`src/rtl/generic_timer_frames_macros.svh`:
```
// ----------------------------------------------------------------------------
// Assertion macros shared by the timer RTL
// Both macros sample on clk and are quiet while rst_n is low.
// ----------------------------------------------------------------------------
`ifndef GENERIC_TIMER_FRAMES_MACROS_SVH
`define GENERIC_TIMER_FRAMES_MACROS_SVH

// Same-cycle implication
`define GTF_ASSERT_IMP(label, ante, cons, msg) \
  label: assert property (@(posedge clk) disable iff (!rst_n) (ante) |-> (cons)) \
    else $error(msg);

// Next-cycle implication
`define GTF_ASSERT_NXT(label, ante, cons, msg) \
  label: assert property (@(posedge clk) disable iff (!rst_n) (ante) |=> (cons)) \
    else $error(msg);

`endif

```
`src/rtl/gtf_pkg.sv`:
```
// ----------------------------------------------------------------------------
// gtf_pkg
// Types, register offsets and helpers for the memory-mapped timer frames.
// ----------------------------------------------------------------------------
package gtf_pkg;

  // Implemented timer frames (1..8); storage always has eight slots
  localparam int NUM_FRAMES  = 8;
  localparam int FRAME_SLOTS = 8;
  localparam int FRAME_W     = 3;
  localparam logic [FRAME_W:0] NUM_FRAMES_L = (FRAME_W + 1)'(NUM_FRAMES);

  typedef enum logic [1:0] {
    ACT_TICK  = 2'd0,
    ACT_READ  = 2'd1,
    ACT_WRITE = 2'd2,
    ACT_NOP   = 2'd3
  } action_t;

  // Control frame offsets
  localparam logic [7:0] CF_FRQ  = 8'h00;
  localparam logic [7:0] CF_NSAR = 8'h04;
  localparam logic [7:0] CF_TIDR = 8'h08;
  localparam logic [7:0] CF_ACR  = 8'h40;
  localparam logic [7:0] CF_VOFF = 8'h80;

  // Timer frame offsets
  localparam logic [7:0] TF_PCT    = 8'h00;
  localparam logic [7:0] TF_VCT    = 8'h08;
  localparam logic [7:0] TF_FRQ    = 8'h10;
  localparam logic [7:0] TF_EL0ACR = 8'h14;
  localparam logic [7:0] TF_VOFF   = 8'h18;
  localparam logic [7:0] TF_P_CVAL = 8'h20;
  localparam logic [7:0] TF_P_TVAL = 8'h28;
  localparam logic [7:0] TF_P_CTL  = 8'h2C;
  localparam logic [7:0] TF_V_CVAL = 8'h30;
  localparam logic [7:0] TF_V_TVAL = 8'h38;
  localparam logic [7:0] TF_V_CTL  = 8'h3C;

  // Control word bit positions
  localparam int CTL_EN   = 0;
  localparam int CTL_MASK = 1;

  typedef struct packed {
    action_t     action;
    logic        control_space;
    logic [2:0]  frame;
    logic [7:0]  offset;
    logic [63:0] write_data;
  } in_item_t;

  typedef struct packed {
    logic [63:0] read_data;
    logic [7:0]  irq_phys_lines;
    logic [7:0]  irq_virt_lines;
  } out_item_t;

  // Comparator state seen by the interrupt stage
  typedef struct packed {
    logic [63:0]                  phys_count;
    logic [FRAME_SLOTS-1:0][63:0] virt_count;
    logic [FRAME_SLOTS-1:0][63:0] phys_cmp;
    logic [FRAME_SLOTS-1:0][63:0] virt_cmp;
    logic [FRAME_SLOTS-1:0][1:0]  phys_ctl;
    logic [FRAME_SLOTS-1:0][1:0]  virt_ctl;
  } cmp_state_t;

  // Comparator condition: enabled and count reached compare
  function automatic logic fired(logic [1:0] ctl, logic [63:0] cnt, logic [63:0] cmp);
    return ctl[CTL_EN] && (cnt >= cmp);
  endfunction

  // ID word: present and virtual bits in the nibble of each implemented frame
  function automatic logic [63:0] tidr_value();
    logic [63:0] v;
    v = '0;
    for (int i = 0; i < FRAME_SLOTS; i++) begin
      if (i < NUM_FRAMES) v[4*i +: 2] = 2'b11;
    end
    return v;
  endfunction

endpackage

```
`src/rtl/gtf_irq.sv`:
```
// ----------------------------------------------------------------------------
// gtf_irq
// Interrupt lines per frame: comparator fired and not masked.
// ----------------------------------------------------------------------------
module gtf_irq (
  input  gtf_pkg::cmp_state_t st,
  output logic [7:0]          phys_irq,
  output logic [7:0]          virt_irq
);
  import gtf_pkg::*;

  // Sixteen independent compares, one per comparator
  always_comb begin
    phys_irq = '0;
    virt_irq = '0;
    for (int i = 0; i < FRAME_SLOTS; i++) begin
      if (i < NUM_FRAMES) begin
        phys_irq[i] = fired(st.phys_ctl[i], st.phys_count, st.phys_cmp[i]) &&
                      !st.phys_ctl[i][CTL_MASK];
        virt_irq[i] = fired(st.virt_ctl[i], st.virt_count[i], st.virt_cmp[i]) &&
                      !st.virt_ctl[i][CTL_MASK];
      end
    end
  end

endmodule

```
`config.mk`:
```
export PLATFORM = sky130hd
export DESIGN_NAME = gtf_irq
export DESIGN_NICKNAME = d
export VERILOG_FILES = /design/src/rtl/generic_timer_frames_macros.svh /design/src/rtl/gtf_pkg.sv /design/src/rtl/gtf_irq.sv
export SDC_FILE = /design/constraint.sdc
export NUM_CORES = 2
export LEC_CHECK = 0
export ABC_AREA = 1
export BUFFER_PORTS_ARGS = -buffer_cell sky130_fd_sc_hd__buf_4
export CAP_MARGIN = 20
export CORE_AREA = 3 3 641 643
export DETAILED_ROUTE_END_ITERATION = 16
export DIE_AREA = 0 0 644 646
export PLACE_DENSITY_LB_ADDON = 0.25
export RECOVER_POWER = 25
export SLEW_MARGIN = 25
export SYNTH_ARGS = -nofsm -noshare
export SYNTH_HDL_FRONTEND = slang
export SYNTH_SLANG_ARGS = --single-unit
```
`constraint.sdc`:
```
create_clock -name vclk -period 1.4
set_input_delay 0.14 -clock vclk [all_inputs]
set_output_delay 0.14 -clock vclk [all_outputs]
set_load 0.05 [all_outputs]
```
[Word-level counts from Yosys, hierarchy flattened]
Index checks and enable logic that the tools add are counted.
Operators by class
  magnitude comparators: 16
  reductions and logical operators: 48
Operator list (number)
  $ge A64 B64 Y1: 16
  $logic_and A1 B1 Y1: 32
  $logic_not A1 Y1: 16
Storage, ports and cells
  bits in registers: 0
  bits of input ports: 1632
  output and inout bits: 16
  word-level logic and storage cells: 64

[Longest topological paths before layout]
  depth in word-level cells: 3
  mapped depth: 15
  mapped depth without buffers: 15

[Least setup slack after synthesis]
Ideal clock, no wire load.
  path kind: input to output
  start: in st[207] (netlist name)
  end: out virt_irq[2]
  data arrival time: 1855 ps
  data required time: 1260 ps
  slack: -595 ps
  stages on the path: 8
  buffers on the path: 0
  cells stage by stage: inv_1 > ha_1 > nand2_1 > nor4_1 > nand2_1 > nor3_2 > nand2_1 > a21oi_1
Between the ends
  longest elaborated chain between the ends: 3
RTL lines
  from (decl): line gtf_irq.sv:6  | input gtf_pkg::cmp_state_t st,
  $ge A64 B64 Y1: line gtf_pkg.sv:70  | return ctl[CTL_EN] && (cnt >= cmp);
  $logic_and A1 B1 Y1: line gtf_pkg.sv:70
  $logic_and A1 B1 Y1: line gtf_irq.sv:20  | virt_irq[i] = fired(st.virt_ctl[i], st.virt_count[i], st.virt_cmp[i]) &&
  to (decl): line gtf_irq.sv:8  | output logic [7:0] virt_irq
Every way passes these cells.

[Final worst setup path]
  start: in st[1568] (netlist name)
  end: out phys_irq[6]
Between the ends
  longest elaborated chain between the ends: 3
RTL lines
  $ge A64 B64 Y1: line gtf_pkg.sv:70
  $logic_and A1 B1 Y1: line gtf_pkg.sv:70
  $logic_and A1 B1 Y1: line gtf_irq.sv:18  | phys_irq[i] = fired(st.phys_ctl[i], st.phys_count, st.phys_cmp[i]) &&
  to (decl): line gtf_irq.sv:7  | output logic [7:0] phys_irq,
Every way passes these cells.

==> impl_results.md <==
- FP Rows: 234
- Clkbuf count: 0
- Inst Count DP: between 10000 and 15000
- Hold WC Path Type: primary input to output port
- Post-synthesis sequential area ratio: 0
- Vias per inst: between 3 and 4
- Switching share of power: 0.510
- Worst VDD drop: 0.102 mV
- Post-synth top area cell: ha_1
- Total number of yosys warnings: 0
- Most frequent cells in the layout: buf_4, inv_1, nand2_1, ha_1, a21oi_1
- Pre-CTS setup slack: -1.90 ns
- Final min period: ~2.4 ns
- WP data arrival: ~2.3 ns
- Combinational fraction of design power: 1.000
- P_leak: a little under 30 nW
- Final setup TNS: -11.61 ns
- Top delay family on crit path: buffers and inverters
- Crit-path most repeated cell: nand2_1
- Die height: approximately 650 um
- Peak Freq: 416 MHz
- Share of cells above drive strength 1: 0.411
- Startpoint Class: primary input
- Worst Hold Path EP: phys_irq[7]
- Initial Utilization: 0.0678
- Commonest non-fill, non-tap cell in the layout: buf_4
- GRT Total Usage: 0.133
- Initial DRC Count: between 1500 and 2000
- Clk pwr share: 0
- Power Total: around 0.016 W
- Slowest stage delay, CP: about 0.17 ns
- Worst Path Required: approximately 1.3 ns
- Flip-flop and latch area: 0 um^2
- # setup viols final: 16
- Post-Syn Instances: about 4600
- Final period util: 1.72
- RSZ-0062 raised after global routing: yes
- Outcome: complete, but fails checks
- Drt wl/cell: about 24 um
- Via count: approximately 37000
- PD cells: between 200 and 300 nW/um^2
- Cell Area, Synth: 27500 um^2
- Area Overhead vs Synth: 101%
- Sequential Power Share: 0
- CP Depth: 21
- Aggregate global routing overflow: 0
- Nets@finish: 9215
- Hold-fix buffers, CTS: 0
- Die W: about 640 um
- Final hold vios: 0
- DRC Markers: 0
- Worst-Margin Slew: ~0.57 ns
- Int Pwr: 0.00781 W
- Vias in the first global route: approximately 37000
- Drt total wl: ~290000 um
- Fin cells: ~12000
- Final HPWL DP: ~280000 um
- Setup CP Type: primary input to output port
- Port Buffers: around 1600
- Failing checks: negative setup slack
- Avg Inst Size Synth: just over 6 um^2
- Rel. slew slack: 0.621
- Core area: between 400000 and 500000 um^2
- Max Cap Viol: 0
- Sequential cells: 0
- Yosys top cell area share: 0.466
- Grt met1 use: 0.176
- First-pass GRT wire length: 362000 um
- Hold Path Origin: st[31]
- Slew Limit Fails: 0
- Initial antenna violation count: around 250
- CP Buf/Inv Count: 8
- Die ar.: about 420000 um^2
- Sw Pwr: about 0.008 W
- Hold_ws: roughly 0.7 ns
- Most used routing layer: met2
- Setup WS post-layout: -1.00 ns
- DRT antenna net count: 0
- CP Max Fanout: 2
- Footprint of the multi-input gates: ~27000 um^2
- Crit end category: output port
- GRT met2 Usage: 0.219
- Final GP Congestion: roughly 0.92
- Crit-path cells: buf_12 > clkinvlp_4 > buf_6 > buf_6 > buf_4 > ha_1 > inv_1 > nand2_1 > nand2_1 > nand2_1 > nand2_1 > nand2_1 > nand2_1 > nand2_1 > nand2_1 > buf_12 > nand2_8 > nand2_8 > nand2_4 > a21oi_4 > buf_8
- Syn Nets: 7208
- GR Layer Usage met3: 0.0446
- FILL cells: ~47000
- First-pass DRT Iterations: 5
- Largest net degree at the start of global routing: 8
- Netlist cell types: 29
- Io pins: roughly 1600
- Synth top area cells: ha_1, inv_1, nand2_1
- CP max stage cell: ha_1
- Hold-critical path depth: 5
-- worst max path at each step --
stage | startpoint | endpoint | slack, ns
floorplan | st[981] | phys_irq[6] | -0.21
global placement | st[1575] | phys_irq[6] | -1.97
detailed placement | st[1575] | phys_irq[6] | -1.90
CTS | st[956] | phys_irq[6] | -1.24
global route | st[956] | phys_irq[6] | -1.23
finish | st[1568] | phys_irq[6] | -1.00
-- cells by family (layout without fill, tap and decap cells) --
kind of cell	count (synthesis)	count (layout)	share of synthesized area
other	0	55	0
buffers and inverters	1270	3275	0.173
and+or+nand+nor	1644	1644	0.244
adders and majority gates	1024	1024	0.466
AOI/OAI and AO/OA	614	614	0.117
-- final cells by class --
class | instances | share of cell area
Inverter | 1270 | 0.0911
Multi-Input combinational cell | 3282 | 0.483
Timing Repair Buffer | 2005 | 0.300
Antenna cell | 55 | 0.00249
Tap cell | 5428 | 0.123
-- tightest hold or removal path: cells and delay by family --
kind / cells / cell delay [ns]
AND/OR/NAND/NOR: 1 / 0.11
AO/OA/AOI/OAI: 1 / 0.05
buffers and inverters: 3 / 0.25
-- power by group through the flow --
stage	Clock, W	Sequential [W]	Combinational (W)
2_1_floorplan	0	0	0.00593
3_3_place_gp	0	0	0.0152
3_5_place_dp	0	0	0.0152
4_1_cts	0	0	0.0160
5_1_grt	0.000000000661	0	0.0180
6_report	0.00000000451	0	0.0159
-- metrics by stage --
stage,util,cell area (um^2)
finish,0.136,55200
global route,0.136,55100
CTS,0.133,54100
floorplan,-,29100
global placement,0.128,51800
detailed placement,0.128,51800
-- per-layer routing --
metal | share of wire | vias up
li1 | - | 18500
met1 | 0.45 | 16300
met2 | 0.45 | 1300
met3 | 0.085 | 333
met4 | 0.0087 | 122
met5 | 0.0028 | -
-- synth_stat cells --
| cell type | count |
|---|---|
| clkinv_1 | 6 |
| nand2_2 | 1 |
| nor3_4 | 1 |
| o21ai_0 | 67 |
| nor2_1 | 341 |
| nor2_4 | 1 |
| nand3_1 | 84 |
| nor3b_2 | 3 |
| inv_1 | 1245 |
| o21ai_1 | 41 |
| nor2_2 | 8 |
| a21boi_1 | 1 |
| nor3_2 | 5 |
| a21oi_2 | 3 |
| nor3_1 | 38 |
| ha_1 | 1024 |
| a21oi_1 | 450 |
| and3_1 | 10 |
| a21o_1 | 30 |
| nand3_2 | 2 |
| nor4_2 | 1 |
| nor4_1 | 2 |
| o21bai_1 | 3 |
| nand2_1 | 1053 |
| nand4_1 | 87 |
| o21a_1 | 19 |
| and2_1 | 5 |
| nand3b_1 | 2 |
| inv_2 | 19 |
-- repair_timing --
action	4_1_cts	5_1_grt
cloned	0	0
pin swaps	189	145
buffers inserted	15	1
resized for setup	490	243
setup endpoints to repair	16	16
Note: power is estimated with default switching activity, not from simulation.
